### src/hw/rtl/tlrte_pkg.sv
// shared types and constants for the text line reader with tab expansion
package tlrte_pkg;

    localparam int TAB_STOP_DEF    = 8;
    localparam int QUEUE_DEPTH_DEF = 4;
    localparam int MAX_RESULTS     = 8;
    localparam int CNT_W           = $clog2(MAX_RESULTS + 1);

    localparam logic [7:0] BYTE_EOF   = 8'd26;
    localparam logic [7:0] BYTE_LF    = 8'd10;
    localparam logic [7:0] BYTE_CR    = 8'd13;
    localparam logic [7:0] BYTE_TAB   = 8'd9;
    localparam logic [7:0] BYTE_THORN = 8'hFE;
    localparam logic [7:0] BYTE_SPACE = 8'd32;

    localparam logic [15:0] COL_MAX = 16'hFFFF;

    localparam logic [1:0] KIND_CHAR = 2'd0;
    localparam logic [1:0] KIND_EOL  = 2'd1;
    localparam logic [1:0] KIND_EOF  = 2'd2;

    localparam logic CFG_EOF_MODE  = 1'b0;
    localparam logic CFG_KEEP_TABS = 1'b1;

    typedef enum logic [1:0] {
        OP_CHAR   = 2'd0,
        OP_EOL    = 2'd1,
        OP_EOF    = 2'd2,
        OP_SPACES = 2'd3
    } op_t;

    typedef struct packed {
        op_t              op;
        logic [7:0]       ch;
        logic [15:0]      len;
        logic [15:0]      num;
        logic [CNT_W-1:0] cnt;
    } cmd_t;

endpackage

### src/hw/rtl/text_line_reader_tab_expand.sv
// Text line reader with tab expansion, top level. The front end takes one
// byte per cycle (stall only while the command queue of QUEUE_DEPTH entries
// is full) and updates column, line count and end-of-file state at once;
// the output sequencer sends one result beat per cycle while out_stall is
// low. A byte gives at most one command, and every command is one beat
// except an expanded tab, which is up to eight space beats, so the
// sustained rate is one byte per cycle except while tab spaces go out. An
// accepted byte passes through the command queue and then the registered
// output stage. Carriage returns, restart beats and bytes after end of
// file produce no result. Configuration writes are always ready.
module text_line_reader_tab_expand
    import tlrte_pkg::*;
#(
    parameter int TAB_STOP    = TAB_STOP_DEF,
    parameter int QUEUE_DEPTH = QUEUE_DEPTH_DEF
)
(
    input  logic        clk,
    input  logic        rst_n,
    input  logic        in_valid,
    output logic        in_stall,
    input  logic [7:0]  byte_in,
    input  logic        restart,
    input  logic        cfg_valid,
    output logic        cfg_ready,
    input  logic        cfg_index,
    input  logic        cfg_data,
    output logic        out_valid,
    input  logic        out_stall,
    output logic [7:0]  char_out,
    output logic [1:0]  kind,
    output logic [15:0] line_length,
    output logic [15:0] line_number,
    output logic        last
);

    logic push, q_full, q_empty, pop;
    cmd_t push_cmd, pop_cmd;

    tlrte_front #(
        .TAB_STOP (TAB_STOP)
    ) u_front (
        .clk       (clk),
        .rst_n     (rst_n),
        .in_valid  (in_valid),
        .in_stall  (in_stall),
        .byte_in   (byte_in),
        .restart   (restart),
        .cfg_valid (cfg_valid),
        .cfg_ready (cfg_ready),
        .cfg_index (cfg_index),
        .cfg_data  (cfg_data),
        .q_full    (q_full),
        .push      (push),
        .push_cmd  (push_cmd)
    );

    tlrte_queue #(
        .QUEUE_DEPTH (QUEUE_DEPTH)
    ) u_queue (
        .clk      (clk),
        .rst_n    (rst_n),
        .push     (push),
        .push_cmd (push_cmd),
        .full     (q_full),
        .pop      (pop),
        .pop_cmd  (pop_cmd),
        .empty    (q_empty)
    );

    tlrte_back u_back (
        .clk         (clk),
        .rst_n       (rst_n),
        .q_cmd       (pop_cmd),
        .q_empty     (q_empty),
        .pop         (pop),
        .out_valid   (out_valid),
        .out_stall   (out_stall),
        .char_out    (char_out),
        .kind        (kind),
        .line_length (line_length),
        .line_number (line_number),
        .last        (last)
    );

endmodule

### src/hw/rtl/tlrte_front.sv
// front end: accepts bytes, keeps line state and classifies each byte into a command
module tlrte_front
    import tlrte_pkg::*;
#(
    parameter int TAB_STOP = TAB_STOP_DEF
)
(
    input  logic       clk,
    input  logic       rst_n,
    input  logic       in_valid,
    output logic       in_stall,
    input  logic [7:0] byte_in,
    input  logic       restart,
    input  logic       cfg_valid,
    output logic       cfg_ready,
    input  logic       cfg_index,
    input  logic       cfg_data,
    input  logic       q_full,
    output logic       push,
    output cmd_t       push_cmd
);

    localparam int PH_W   = $clog2(TAB_STOP);
    localparam int DIST_W = $clog2(TAB_STOP + 1);
    localparam int SUM_W  = (DIST_W > CNT_W) ? DIST_W : CNT_W;
    localparam logic [PH_W-1:0] SAT_PHASE = PH_W'(32'hFFFF % TAB_STOP);
    localparam logic [PH_W-1:0] PH_LAST   = PH_W'(TAB_STOP - 1);

    logic             eof_mode_reg, eof_mode_next;
    logic             keep_tabs_reg, keep_tabs_next;
    logic [15:0]      column_reg, column_next;
    logic [PH_W-1:0]  phase_reg, phase_next;
    logic [15:0]      line_count_reg, line_count_next;
    logic             thorn_seen_reg, thorn_seen_next;
    logic             file_ended_reg, file_ended_next;

    logic             accept;
    logic [SUM_W-1:0] tab_gap;
    logic             capped;
    logic [CNT_W-1:0] tab_cnt;
    logic [16:0]      tab_sum;
    logic [15:0]      line_inc;

    assign cfg_ready = 1'b1;
    assign in_stall  = q_full;
    assign accept    = in_valid && !q_full;
    assign line_inc  = line_count_reg + 16'd1;

    // spaces up to the next tab stop, capped at the result limit
    assign tab_gap = SUM_W'(TAB_STOP) - SUM_W'(phase_reg);
    assign capped  = tab_gap > SUM_W'(MAX_RESULTS);
    assign tab_cnt = capped ? CNT_W'(MAX_RESULTS) : CNT_W'(tab_gap);
    assign tab_sum = {1'b0, column_reg} + 17'(tab_cnt);

    always_comb
    begin
        eof_mode_next   = eof_mode_reg;
        keep_tabs_next  = keep_tabs_reg;
        column_next     = column_reg;
        phase_next      = phase_reg;
        line_count_next = line_count_reg;
        thorn_seen_next = thorn_seen_reg;
        file_ended_next = file_ended_reg;
        push            = 1'b0;
        push_cmd        = '{op: OP_CHAR, ch: byte_in, len: 16'd0, num: 16'd0,
                            cnt: '0};

        if (cfg_valid && cfg_ready)
        begin
            if (cfg_index == CFG_EOF_MODE)
                eof_mode_next = cfg_data;
            else
                keep_tabs_next = cfg_data;
        end

        if (accept)
        begin
            if (restart)
            begin
                column_next     = '0;
                phase_next      = '0;
                line_count_next = '0;
                thorn_seen_next = 1'b0;
                file_ended_next = 1'b0;
            end
            else if (!file_ended_reg)
            begin
                if (byte_in == BYTE_EOF)
                begin
                    push            = 1'b1;
                    push_cmd        = '{op: OP_EOF, ch: 8'd0, len: column_reg,
                                        num: line_count_reg, cnt: '0};
                    file_ended_next = 1'b1;
                end
                else if (byte_in == BYTE_THORN && eof_mode_reg && thorn_seen_reg)
                begin
                    push            = 1'b1;
                    push_cmd        = '{op: OP_EOF, ch: 8'd0, len: column_reg - 16'd1,
                                        num: line_count_reg, cnt: '0};
                    file_ended_next = 1'b1;
                end
                else if (byte_in == BYTE_LF)
                begin
                    push            = 1'b1;
                    push_cmd        = '{op: OP_EOL, ch: 8'd0, len: column_reg,
                                        num: line_inc, cnt: '0};
                    line_count_next = line_inc;
                    column_next     = '0;
                    phase_next      = '0;
                    thorn_seen_next = 1'b0;
                end
                else if (byte_in == BYTE_CR)
                begin
                    push = 1'b0;
                end
                else if (byte_in == BYTE_TAB && !keep_tabs_reg)
                begin
                    push     = 1'b1;
                    push_cmd = '{op: OP_SPACES, ch: BYTE_SPACE, len: 16'd0,
                                 num: 16'd0, cnt: tab_cnt};
                    if (tab_sum >= {1'b0, COL_MAX})
                    begin
                        column_next = COL_MAX;
                        phase_next  = SAT_PHASE;
                    end
                    else
                    begin
                        column_next = tab_sum[15:0];
                        // a capped run stops short of the tab stop
                        phase_next  = capped ?
                                      PH_W'(SUM_W'(phase_reg) + SUM_W'(MAX_RESULTS)) : '0;
                    end
                end
                else
                begin
                    if (byte_in == BYTE_THORN && eof_mode_reg)
                        thorn_seen_next = 1'b1;
                    push = 1'b1;
                    if (column_reg != COL_MAX)
                    begin
                        column_next = column_reg + 16'd1;
                        phase_next  = (phase_reg == PH_LAST) ? '0 : phase_reg + 1'b1;
                    end
                end
            end
        end
    end

    always_ff @(posedge clk or negedge rst_n)
    begin
        if (!rst_n)
        begin
            eof_mode_reg   <= 1'b0;
            keep_tabs_reg  <= 1'b0;
            column_reg     <= '0;
            phase_reg      <= '0;
            line_count_reg <= '0;
            thorn_seen_reg <= 1'b0;
            file_ended_reg <= 1'b0;
        end
        else
        begin
            eof_mode_reg   <= eof_mode_next;
            keep_tabs_reg  <= keep_tabs_next;
            column_reg     <= column_next;
            phase_reg      <= phase_next;
            line_count_reg <= line_count_next;
            thorn_seen_reg <= thorn_seen_next;
            file_ended_reg <= file_ended_next;
        end
    end

endmodule

### src/hw/rtl/tlrte_queue.sv
// command queue between the front end and the output sequencer
module tlrte_queue
    import tlrte_pkg::*;
#(
    parameter int QUEUE_DEPTH = QUEUE_DEPTH_DEF
)
(
    input  logic clk,
    input  logic rst_n,
    input  logic push,
    input  cmd_t push_cmd,
    output logic full,
    input  logic pop,
    output cmd_t pop_cmd,
    output logic empty
);

    localparam int PTR_W = $clog2(QUEUE_DEPTH);
    localparam int CNT_QW = $clog2(QUEUE_DEPTH + 1);
    localparam logic [PTR_W-1:0] PTR_LAST = PTR_W'(QUEUE_DEPTH - 1);

    cmd_t              entry_reg [QUEUE_DEPTH];
    logic [PTR_W-1:0]  wr_ptr_reg, wr_ptr_next;
    logic [PTR_W-1:0]  rd_ptr_reg, rd_ptr_next;
    logic [CNT_QW-1:0] fill_reg, fill_next;
    logic              do_push, do_pop;

    assign full    = fill_reg == CNT_QW'(QUEUE_DEPTH);
    assign empty   = fill_reg == '0;
    assign do_push = push && !full;
    assign do_pop  = pop && !empty;
    assign pop_cmd = entry_reg[rd_ptr_reg];

    always_comb
    begin
        wr_ptr_next = wr_ptr_reg;
        rd_ptr_next = rd_ptr_reg;
        fill_next   = fill_reg;
        if (do_push)
            wr_ptr_next = (wr_ptr_reg == PTR_LAST) ? '0 : wr_ptr_reg + 1'b1;
        if (do_pop)
            rd_ptr_next = (rd_ptr_reg == PTR_LAST) ? '0 : rd_ptr_reg + 1'b1;
        if (do_push && !do_pop)
            fill_next = fill_reg + 1'b1;
        else if (do_pop && !do_push)
            fill_next = fill_reg - 1'b1;
    end

    always_ff @(posedge clk)
    begin
        if (do_push)
            entry_reg[wr_ptr_reg] <= push_cmd;
    end

    always_ff @(posedge clk or negedge rst_n)
    begin
        if (!rst_n)
        begin
            wr_ptr_reg <= '0;
            rd_ptr_reg <= '0;
            fill_reg   <= '0;
        end
        else
        begin
            wr_ptr_reg <= wr_ptr_next;
            rd_ptr_reg <= rd_ptr_next;
            fill_reg   <= fill_next;
        end
    end

endmodule

### src/hw/rtl/tlrte_back.sv
// output sequencer: turns commands into result beats, one per cycle while out_stall is low
module tlrte_back
    import tlrte_pkg::*;
(
    input  logic        clk,
    input  logic        rst_n,
    input  cmd_t        q_cmd,
    input  logic        q_empty,
    output logic        pop,
    output logic        out_valid,
    input  logic        out_stall,
    output logic [7:0]  char_out,
    output logic [1:0]  kind,
    output logic [15:0] line_length,
    output logic [15:0] line_number,
    output logic        last
);

    logic             valid_reg, valid_next;
    logic [7:0]       char_reg, char_next;
    logic [1:0]       kind_reg, kind_next;
    logic [15:0]      len_reg, len_next;
    logic [15:0]      num_reg, num_next;
    logic             last_reg, last_next;
    logic [CNT_W-1:0] rem_reg, rem_next;
    logic             load;

    assign load = !valid_reg || !out_stall;

    always_comb
    begin
        valid_next = valid_reg;
        char_next  = char_reg;
        kind_next  = kind_reg;
        len_next   = len_reg;
        num_next   = num_reg;
        last_next  = last_reg;
        rem_next   = rem_reg;
        pop        = 1'b0;

        if (load)
        begin
            valid_next = 1'b0;
            if (rem_reg != '0)
            begin
                // rest of a tab run
                valid_next = 1'b1;
                char_next  = BYTE_SPACE;
                kind_next  = KIND_CHAR;
                len_next   = '0;
                num_next   = '0;
                last_next  = rem_reg == CNT_W'(1);
                rem_next   = rem_reg - 1'b1;
            end
            else if (!q_empty)
            begin
                pop        = 1'b1;
                valid_next = 1'b1;
                char_next  = q_cmd.ch;
                len_next   = q_cmd.len;
                num_next   = q_cmd.num;
                last_next  = 1'b1;
                case (q_cmd.op)
                    OP_CHAR:   kind_next = KIND_CHAR;
                    OP_EOL:    kind_next = KIND_EOL;
                    OP_EOF:    kind_next = KIND_EOF;
                    OP_SPACES:
                    begin
                        kind_next = KIND_CHAR;
                        last_next = q_cmd.cnt == CNT_W'(1);
                        rem_next  = q_cmd.cnt - 1'b1;
                    end
                    default:   kind_next = KIND_CHAR;
                endcase
            end
        end
    end

    always_ff @(posedge clk or negedge rst_n)
    begin
        if (!rst_n)
        begin
            valid_reg <= 1'b0;
            rem_reg   <= '0;
        end
        else
        begin
            valid_reg <= valid_next;
            rem_reg   <= rem_next;
        end
    end

    always_ff @(posedge clk)
    begin
        char_reg <= char_next;
        kind_reg <= kind_next;
        len_reg  <= len_next;
        num_reg  <= num_next;
        last_reg <= last_next;
    end

    assign out_valid   = valid_reg;
    assign char_out    = char_reg;
    assign kind        = kind_reg;
    assign line_length = len_reg;
    assign line_number = num_reg;
    assign last        = last_reg;

endmodule

### config.mk
export PLATFORM = sky130hd
export DESIGN_NAME = text_line_reader_tab_expand
export DESIGN_NICKNAME = d
export VERILOG_FILES = /design/src/hw/rtl/tlrte_pkg.sv /design/src/hw/rtl/text_line_reader_tab_expand.sv /design/src/hw/rtl/tlrte_front.sv /design/src/hw/rtl/tlrte_queue.sv /design/src/hw/rtl/tlrte_back.sv
export SDC_FILE = /design/constraint.sdc
export NUM_CORES = 1
export LEC_CHECK = 0
export BUFFER_PORTS_ARGS = -buffer_cell sky130_fd_sc_hd__buf_2
export CAP_MARGIN = 20
export CORE_MARGIN = 5
export CORE_UTILIZATION = 45
export CTS_CLUSTER_DIAMETER = 60
export DETAILED_ROUTE_END_ITERATION = 8
export PLACE_DENSITY_LB_ADDON = 0.12
export RECOVER_POWER = 100
export SETUP_SLACK_MARGIN = 0.02
export SLEW_MARGIN = 20
export SYNTH_ARGS = -nofsm -noshare
export SYNTH_HDL_FRONTEND = slang
export SYNTH_HIERARCHICAL = 1
export SYNTH_SLANG_ARGS = --single-unit
### constraint.sdc
create_clock -name clk -period 4.4 [get_ports clk]
set_clock_uncertainty 0.15 [all_clocks]
set_input_delay 0.22 -clock clk [delete_from_list [all_inputs] [get_ports clk]]
set_output_delay 0.22 -clock clk [all_outputs]
set_load 0.05 [all_outputs]
==> key figures, run 1 <==
Clock network
  • Post-CTS Setup Inserts: 0
  • CTS tree: yes
  • Clk_lat worst skew: 0.56 ns
  • Number of CTS-inserted buffers: 31
  • Clk slew on worst S/H paths: 0.06 ns
  • Post-CTS resize count: 0
  • Hold-fix buffers at CTS: 13
  • Clock Sinks: 278
  • CTS max path bufs: 3
  • H-tree lvl count: 1
  • CTS root buf: clkbuf_16

Logic synthesis
  • Synth top cells by count: 227 x edfxtp_1, 69 x nor2_1, 62 x nand2_1, 56 x a21oi_1
  • Mapped Avg Cell Area: 13.3 sq um
  • Yosys reg bits: 278
  • Area leader, netlist: edfxtp_1
  • Sequential element share of the synthesized area: 0.618
  • Post-Syn Nets: 1020
  • Yosys warns: 6
  • Async S/R FF share, synth: 0.183
  • Mapped Area: 0.0131 sq mm
  • Commonest register cell after synthesis: edfxtp_1
  • Synth top area share: 0.521
  • Most numerous cell in the Yosys netlist: edfxtp_1
  • Distinct cells, synth: 76
  • Synth area leaders: edfxtp_1 52%, dfrtp_1 9.7%, mux4_2 7.9%, and2_1 2.3%, a21oi_1 2.1%
  • Mapped Cells: 982
  • Post-synth EDFFs: 227

Global routing
  • Number of global-route vias before repair: 8268
  • Largest net degree at the start of global routing: 52
  • First-pass GRT wire length: 47000 um
  • Gr ovfl total: 0
  • Overall Global Routing Usage: 0.179
  • Initial antenna violation count: 0

Floorplan
  • Die height: 181 um
  • Rows: 62
  • IO Count: 62
  • Core area: 0.0287 sq mm
  • Initial Utilization: 0.456
  • Die W: 181 um
  • Die area: 0.0326 sq mm

Timing
  • RSZ-0062 raised after global routing: no
  • Pins Over Slew Limit: 69
  • Final setup fails: 0
  • Slew HR: -0.446
  • Final hold vios: 1
  • FMAX: 0.255 GHz
  • Hold WS: -0.0185 ns
  • Final Cycle Share: 0.893
  • Final TNS setup: 0 ns
  • Crit path time final: 3.93 ns
  • Slew @ Worst Pin: 2.17 ns

Pwr
  • Pint: 5.73 mW
  • Comb power frac: 0.235
  • Leak: 5.07 nW
  • Switching Share: 0.301
  • Power density cells: 551 mW/mm^2
  • Clk pwr share: 0.330
  • Psw: 2.47 mW
  • Worst vdd ir: 0.293 mV
  • Flop pwr share: 0.435

Detailed routing
  • Detailed Routing Iterations Pass 1: 5
  • DRT Wirelength: 29400 um
  • DRT iter0 DRCs: 708
  • Average wire per standard cell: 20.1 um
  • DR vias: 8321
  • # DRC: 0
  • Via/cell ratio: 5.70
  • ANT nets after route: 0

Worst setup path
  • Worst path max stage delay: 0.54 ns
  • Crit path cell chain: or3_1, o21a_1, fa_1, a211oi_1, nor2_1, a221o_1, a2111oi_2, a21oi_2, o31ai_1
  • CP endpoint: u_front/phase_reg[0]$_DFFE_PN0P_
  • R2R depth: 9
  • Reg2reg end: u_front/phase_reg[0]$_DFFE_PN0P_
  • Arr. time, crit path: 4.24 ns
  • Worst Path Required: 4.71 ns
  • Top cell family by delay on the critical path: compound AO/OA/AOI/OAI gates
  • Worst Path Max Fanout: 6
  • Startpoint Class: flip-flop
  • Levels on crit path: 9
  • Reg2Reg Setup Slack: 0.47 ns
  • Worst Path Buf+Inv: 0
  • Worst setup path startpoint: u_front/phase_reg[2]$_DFFE_PN0P_
  • Worst r2r src: u_front/phase_reg[2]$_DFFE_PN0P_
  • Slowest CP cell: a211oi_1
  • Crit Path Category: reg -> reg
  • Crit end category: flip-flop

Finish
  • Sequential cell area: 0.00809 sq mm
  • Area Growth Syn to Fin: 13.7%
  • Nets: 1090
  • Multi-input gate area: 0.00458 sq mm
  • Share of cells above drive strength 1: 0.138
  • # fillers: 2467
  • Number of flip-flops in the largest register: 184

Job
  • Max cap viols: 3

Status
  • Status: complete, but fails checks
  • Failing checks: negative hold slack, max-capacitance violations, max-slew violations

Min path
  • Min-Delay Path Class: in -> reg

Placement
  • # port buffers: 60
  • DPL Wire Length: 19300 um
  • GPL Wtd Cong: 0.876
[final cells by class]
class / instances / share of cell area
sequential: 278 / 0.544
multi-input combinational: 623 / 0.308
clock buffer: 39 / 0.0555
timing repair buffer: 95 / 0.0373
tap: 384 / 0.0323
clock inverter: 18 / 0.0177
inverter: 23 / 0.00580
antenna: 1 / 0.000168
[power by group through the flow]
stage	Sequential, mW	Clock (mW)	Combinational, mW
after detailed placement	3.64	0	1.99
after global placement	3.62	0	1.98
after floorplan	3.70	0	1.43
after CTS	3.58	2.77	2.01
after global routing	3.63	2.89	2.12
final	3.57	2.71	1.93
[logic make-up after synthesis]
| kind of cell | Yosys count | synth area share |
|---|---|---|
| and+or+nand+nor | 328 | 0.134 |
| DFF | 278 | 0.618 |
| AOI/OAI and AO/OA | 201 | 0.0987 |
| buffers and inverters | 81 | 0.0290 |
| muxes | 53 | 0.0857 |
| adders and majority gates | 22 | 0.0222 |
| xor gates and xnor gates | 18 | 0.0120 |
| other | 1 | 0.000286 |
[per-stage QoR]
step | instance area [sq um] | cells | setup slack [ns] | util | power [mW]
2_1_floorplan | 13100 | 982 | 0.640 | - | 5.13
3_3_place_gp | 13800 | 1390 | 0.790 | 0.481 | 5.61
3_5_place_dp | 13800 | 1390 | 0.675 | 0.481 | 5.63
4_1_cts | 15000 | 1460 | 0.650 | 0.524 | 8.36
5_1_grt | 14900 | 1460 | 0.216 | 0.519 | 8.64
6_report | 14900 | 1461 | 0.471 | 0.519 | 8.20
[cells in the final DEF, fill, tap and decap left out, drive strengths merged, types with 8 or more instances in the layout]
cell           n
a21oi         57
nand3         36
dlygate4sd3   13
o31ai         21
mux4          46
and4           8
dfrtp         51
and3          14
buf           30
or3           17
ha            20
clkbuf        91
nor2          70
nor2b         10
o21ai         57
and2          49
clkinv        10
nand2         62
xnor2         11
o22ai          9
nor3          24
edfxtp       227
inv           25
[worst min-delay path by stage]
stage               from  depth (start not counted)  slack, ns                            end
2_1_floorplan      rst_n                          0      -0.23   u_back/out_valid$_DFFE_PN0P_
3_5_place_dp       rst_n                          2       0.29  u_back/rem_reg[3]$_DFFE_PN0P_
6_report       out_stall                          4      -0.02   u_back/out_valid$_DFFE_PN0P_
5_1_grt        out_stall                          4       0.02   u_back/out_valid$_DFFE_PN0P_
3_3_place_gp       rst_n                          2       0.29  u_back/rem_reg[3]$_DFFE_PN0P_
4_1_cts        out_stall                          4       0.02   u_back/out_valid$_DFFE_PN0P_
[metal layers]
| metal | vias to the layer above | GRT usage | wire [um] |
|---|---|---|---|
| li1 | 3919 | - | - |
| met1 | 4179 | 0.260 | 13700 |
| met2 | 185 | 0.285 | 13800 |
| met3 | 38 | 0.0275 | 1250 |
| met4 | 0 | 0.0463 | 646 |
| met5 | - | 0 | 0 |
[worst reg2reg max path, cell delays in order, from the launching register on]
cell       delay (ns)
dfrtp_1          0.42
or3_1            0.41
o21a_1           0.23
fa_1             0.44
a211oi_1         0.54
nor2_1           0.21
a221o_1          0.40
a2111oi_2        0.53
a21oi_2          0.22
o31ai_1          0.27
Note: power is estimated with default switching activity, not from simulation.
==> run 2: changes to the inputs <==
--- a/config.mk
+++ b/config.mk
@@ -12,7 +12,6 @@
 export CTS_CLUSTER_DIAMETER = 60
 export DETAILED_ROUTE_END_ITERATION = 8
 export PLACE_DENSITY_LB_ADDON = 0.12
-export RECOVER_POWER = 100
 export SETUP_SLACK_MARGIN = 0.02
 export SLEW_MARGIN = 20
 export SYNTH_ARGS = -nofsm -noshare
==> constraint.sdc (replaced) <==
create_clock -name clk -period 4.4 [get_ports clk]
set_clock_uncertainty 0.15 [all_clocks]
set_input_delay 0.66 -clock clk [delete_from_list [all_inputs] [get_ports clk]]
set_output_delay 0.66 -clock clk [all_outputs]
set_load 0.05 [all_outputs]
==> key figures, run 2 (synthesis results as in run 1) <==
Status
  • Status: complete, no violations

Pwr
  • Pint: 5.59 mW
  • Switching Share: 0.310
  • Flop pwr share: 0.442
  • Worst vdd ir: 0.307 mV
  • Power density cells: 547 mW/mm^2
  • Total Power: 8.09 mW
  • Leak: 5.19 nW
  • Clk pwr share: 0.315
  • Comb power frac: 0.244
  • Psw: 2.50 mW

Detailed routing
  • Wl on met1: 13400 um
  • Top sig layer: met4
  • DR vias: 8238
  • Metal3 WL: 1430 um
  • DRT iter0 DRCs: 629
  • ANT nets after route: 0
  • Average wire per standard cell: 20.0 um
  • # DRC: 0
  • DRT Wirelength: 29100 um
  • Detailed Routing Iterations Pass 1: 5
  • Via/cell ratio: 5.69
  • Routed wl met2: 13600 um

Finish
  • Area Growth Syn to Fin: 13.1%
  • Core Util, Final: 0.516
  • Most frequent cells in the layout: 227 x edfxtp_1, 69 x nor2_1, 62 x nand2_1
  • Share of cells above drive strength 1: 0.198
  • Commonest non-fill, non-tap cell in the layout: edfxtp_1
  • Nets: 1079
  • Number of flip-flops in the largest register: 184
  • Post-route cell area: 0.0148 sq mm
  • # fillers: 2443
  • Inserted Diodes: 0

Min path
  • WHS Path Cells: 2
  • Min-Delay Path Class: in -> reg
  • HP Start: restart
  • WHS Endpoint: u_front/file_ended_reg$_DFFE_PN0P_

Clock network
  • CTS max path bufs: 3
  • Post-CTS resize count: 0
  • Clk_lat worst skew: 0.55 ns
  • Number of CTS-inserted buffers: 31
  • CTS tree: yes
  • H-tree lvl count: 1
  • Post-CTS Setup Inserts: 0
  • CTS root buf: clkbuf_16
  • Clk slew on worst S/H paths: 0.06 ns
  • Clock Sinks: 278

Floorplan
  • IO Count: 62
  • Core area: 0.0287 sq mm
  • Die area: 0.0326 sq mm
  • Die W: 181 um
  • Rows: 62
  • Initial Utilization: 0.456
  • Die height: 181 um

Worst setup path
  • Worst Path Required: 4.69 ns
  • Crit Path Category: reg -> reg
  • R2R depth: 9
  • Slowest CP cell: a211oi_1
  • Reg2reg end: u_front/phase_reg[0]$_DFFE_PN0P_
  • Reg2Reg Setup Slack: 0.67 ns
  • Worst Path Max Fanout: 6
  • Arr. time, crit path: 4.02 ns
  • Worst path max stage delay: 0.53 ns
  • Crit path cell chain: or3_1, o21a_1, fa_1, a211oi_1, nor2_1, a221o_1, a2111oi_4, a21oi_2, o31ai_1
  • Crit end category: flip-flop
  • Worst r2r src: u_front/phase_reg[2]$_DFFE_PN0P_
  • Startpoint Class: flip-flop
  • Worst setup path startpoint: u_front/phase_reg[2]$_DFFE_PN0P_

Timing
  • Pins Over Slew Limit: 0
  • Final Cycle Share: 0.848
  • Slew HR: 0.309
  • Crit path time final: 3.73 ns
  • Final hold vios: 0
  • Slew @ Worst Pin: 1.03 ns
  • Final setup fails: 0
  • FMAX: 0.268 GHz
  • Final TNS setup: 0 ns
  • Hold WS: 0.210 ns
  • RSZ-0062 raised after global routing: no

Global routing
  • Number of global-route vias before repair: 8274
  • Overall Global Routing Usage: 0.178
  • Largest net degree at the start of global routing: 44
  • Gr ovfl total: 0
  • Initial antenna violation count: 0
  • First-pass GRT wire length: 46700 um

Placement
  • Area after DPL: 0.0138 sq mm
  • DPL Wire Length: 19400 um
  • GPL Wtd Cong: 0.849
  • # port buffers: 60

Job
  • Max cap viols: 0
==> run 2: critical path: cells and delay by family (launching register included) <==
family / cells / cell delay, ns
compound gates: 6 / 2.00
fa+ha+maj: 1 / 0.45
flops: 1 / 0.43
simple gates: 2 / 0.60
==> run 2: what timing repair did <==
item / 4_1_cts / 5_1_grt
hold buffers: 1 / 0
endpoints found under the setup margin: 0 / 0
hold endpoints to repair: 12 / 0
==> run 2: final cells by class <==
| class | instances | area [sq um] | area share |
|---|---|---|---|
| Clock buffer | 35 | 811 | 0.0548 |
| Sequential cell | 278 | 8100 | 0.547 |
| Clock inverter | 22 | 208 | 0.0140 |
| Tap cell | 384 | 480 | 0.0325 |
| Timing Repair Buffer | 84 | 483 | 0.0326 |
| Inverter | 23 | 86.3 | 0.00583 |
| Multi-Input combinational cell | 623 | 4640 | 0.313 |
==> run 2: per-stage QoR <==
stage	cells	setup WS [ns]
2_1_floorplan	982	0.640
3_3_place_gp	1391	0.791
3_5_place_dp	1391	0.691
4_1_cts	1449	0.680
5_1_grt	1449	0.469
6_report	1449	0.667
==> run 2: power by group through the flow <==
stage / clock [mW] / sequential (mW) / combinational [mW]
5_1_grt: 2.72 / 3.63 / 2.17
3_5_place_dp: 0 / 3.64 / 2.00
3_3_place_gp: 0 / 3.63 / 1.98
4_1_cts: 2.61 / 3.59 / 2.00
2_1_floorplan: 0 / 3.70 / 1.43
6_report: 2.55 / 3.57 / 1.97
==> run 2: worst max path at each step <==
stage,to,slack [ns]
after floorplan,u_back/char_out[0]$_SDFFCE_PP0P_,0.64
after global placement,u_front/phase_reg[0]$_DFFE_PN0P_,0.79
after detailed placement,u_front/phase_reg[0]$_DFFE_PN0P_,0.69
after CTS,u_front/phase_reg[1]$_DFFE_PN0P_,0.68
after global routing,u_front/phase_reg[1]$_DFFE_PN0P_,0.47
final,u_front/phase_reg[0]$_DFFE_PN0P_,0.67
==> run 2: per-layer routing <==
layer | vias up | GRT usage
li1 | 3892 | -
met1 | 4083 | 0.257
met2 | 217 | 0.288
met3 | 46 | 0.0232
met4 | 0 | 0.0475
met5 | - | 0
==> run 3: changes to the inputs <==
==> constraint.sdc (replaced) <==
create_clock -name clk -period 3.5 [get_ports clk]
set_clock_uncertainty 0.15 [all_clocks]
set_input_delay 0.525 -clock clk [delete_from_list [all_inputs] [get_ports clk]]
set_output_delay 0.525 -clock clk [all_outputs]
set_load 0.05 [all_outputs]
==> key figures, run 3 (synthesis results as in run 1) <==
Global routing
  • Largest net degree at the start of global routing: 44
  • Overall Global Routing Usage: 0.179
  • Initial antenna violation count: 0
  • First-pass GRT wire length: 46800 um
  • Gr ovfl total: 0
  • Number of global-route vias before repair: 8247

Finish
  • Nets: 1111
  • Area Growth Syn to Fin: 16.7%
  • Most frequent cells in the layout: 227 x edfxtp_1, 69 x nor2_1, 62 x nand2_1
  • Number of flip-flops in the largest register: 184
  • # fillers: 2415
  • Core Util, Final: 0.532
  • Inserted Diodes: 0
  • Share of cells above drive strength 1: 0.230
  • Multi-input gate area: 0.00468 sq mm
  • Commonest non-fill, non-tap cell in the layout: edfxtp_1
  • Sequential cell area: 0.00810 sq mm

Timing
  • Slew HR: 0.381
  • Pins Over Slew Limit: 0
  • Final setup fails: 0
  • FMAX: 0.295 GHz
  • Crit path time final: 3.39 ns
  • Final Cycle Share: 0.968
  • RSZ-0062 raised after global routing: yes
  • Final hold vios: 0
  • Final TNS setup: 0 ns
  • Slew @ Worst Pin: 0.922 ns

Clock network
  • Clk_lat worst skew: 0.51 ns
  • Clk slew on worst S/H paths: 0.05 ns
  • Number of CTS-inserted buffers: 34
  • CTS root buf: clkbuf_16
  • CTS tree: yes
  • Clock Sinks: 278
  • CTS max path bufs: 3
  • H-tree lvl count: 2

Detailed routing
  • DR vias: 8383
  • Via/cell ratio: 5.66
  • Detailed Routing Iterations Pass 1: 5
  • DRT Wirelength: 29700 um
  • ANT nets after route: 0
  • DRT iter0 DRCs: 638
  • # DRC: 0
  • Average wire per standard cell: 20.1 um

Min path
  • HP Start: cfg_data
  • WHS Endpoint: u_front/keep_tabs_reg$_DFFE_PN0P_
  • WHS Path Cells: 2
  • Min-Delay Path Class: in -> reg

Worst setup path
  • Reg2reg end: u_front/column_reg[8]$_DFFE_PN0P_
  • Crit end category: flip-flop
  • Worst Path Max Fanout: 4
  • Startpoint Class: flip-flop
  • Arr. time, crit path: 3.66 ns
  • Worst r2r src: u_front/phase_reg[1]$_DFFE_PN0P_
  • Worst Path Required: 3.77 ns
  • Crit Path Category: reg -> reg
  • Reg2Reg Setup Slack: 0.11 ns
  • R2R depth: 10

Floorplan
  • Rows: 62
  • Initial Utilization: 0.456
  • IO Count: 62
  • Core area: 0.0287 sq mm
  • Die height: 181 um
  • Die W: 181 um
  • Die area: 0.0326 sq mm

Pwr
  • Total Power: 10.7 mW
  • Psw: 3.25 mW
  • Clk pwr share: 0.330
  • Flop pwr share: 0.411
  • Worst vdd ir: 0.320 mV
  • Leak: 5.42 nW
  • Comb power frac: 0.259
  • Pint: 7.45 mW
  • Power density cells: 701 mW/mm^2
  • Switching Share: 0.304

Placement
  • # port buffers: 60
  • GPL Wtd Cong: 0.881
  • DPL Wire Length: 19900 um

Job
  • Max cap viols: 0

Status
  • Status: complete, no violations
==> run 3: changes by cell type in the layout (fill, tap and decap cells not counted), sizes merged <==
| cell | change |
|---|---|
| bufinv | +1 |
| clkbuf | +4 |
| clkinv | +1 |
| clkinvlp | -1 |
| inv | -1 |
| buf | +29 |
==> run 3: per-stage QoR <==
| step | setup slack (ns) | instance area (sq um) | hold slack [ns] | cells |
|---|---|---|---|---|
| after floorplan | 0.0545 | 13100 | 0.0794 | 982 |
| after global placement | 0.182 | 14000 | 0.340 | 1414 |
| after detailed placement | 0.143 | 14000 | 0.348 | 1414 |
| after CTS | 0.122 | 15200 | 0.0906 | 1475 |
| after global routing | 0.00102 | 15300 | 0.112 | 1482 |
| final | 0.113 | 15300 | 0.113 | 1482 |
==> run 3: how the worst max path moves through the flow <==
stage,startpoint,to,slack [ns],cells past startpoint
global route,u_front/phase_reg[1]$_DFFE_PN0P_,u_front/column_reg[8]$_DFFE_PN0P_,0.001,10
global placement,u_front/phase_reg[1]$_DFFE_PN0P_,u_front/phase_reg[0]$_DFFE_PN0P_,0.18,9
floorplan,u_queue/fill_reg[2]$_DFFE_PN0P_,u_queue/entry_reg[3][0]$_DFFE_PP_,0.05,9
detailed placement,u_front/phase_reg[0]$_DFFE_PN0P_,u_front/phase_reg[0]$_DFFE_PN0P_,0.14,11
finish,u_front/phase_reg[1]$_DFFE_PN0P_,u_front/column_reg[8]$_DFFE_PN0P_,0.11,10
CTS,u_front/phase_reg[0]$_DFFE_PN0P_,u_front/phase_reg[0]$_DFFE_PN0P_,0.12,11
==> run 3: power groups by stage <==
| stage | registers (mW) | logic [mW] | clock network [mW] |
|---|---|---|---|
| 6_report | 4.40 | 2.77 | 3.53 |
| 5_1_grt | 4.46 | 3.00 | 3.76 |
| 4_1_cts | 4.41 | 2.69 | 3.62 |
| 3_5_place_dp | 4.47 | 2.69 | 0 |
| 3_3_place_gp | 4.46 | 2.66 | 0 |
| 2_1_floorplan | 4.65 | 1.80 | 0 |
==> run 3: layer usage <==
metal | up-vias | routed length (um) | track usage
met1 | 4161 | 13500 | 0.255
met2 | 209 | 14100 | 0.289
met4 | 0 | 739 | 0.0544
li1 | 3960 | - | -
met3 | 53 | 1320 | 0.0248
met5 | - | 0 | 0
==> run 3: area by class of cell <==
cell class | instances | share of cell area
Clock buffer | 39 | 0.0589
Clock inverter | 22 | 0.0166
Inverter | 23 | 0.00565
Multi-Input combinational cell | 623 | 0.307
Sequential cell | 278 | 0.530
Tap cell | 384 | 0.0314
Timing Repair Buffer | 113 | 0.0509
==> run 3: timing repair <==
| action | in CTS | in global routing |
|---|---|---|
| gates resized for setup | 0 | 12 |
| hold buffers | 0 | 1 |
| setup endpoints to repair | 0 | 10 |
| endpoints found under the hold margin | 0 | 35 |
| setup buffers | 0 | 6 |
==> run 3: critical path: stages (launching register included) <==
cell,delay (ns)
dfrtp_1,0.41
or3_4,0.41
o21a_4,0.22
fa_2,0.55
nand4_1,0.08
or4_1,0.43
a221o_1,0.32
a2111oi_4,0.30
buf_4,0.21
a221oi_2,0.06
o22ai_1,0.18
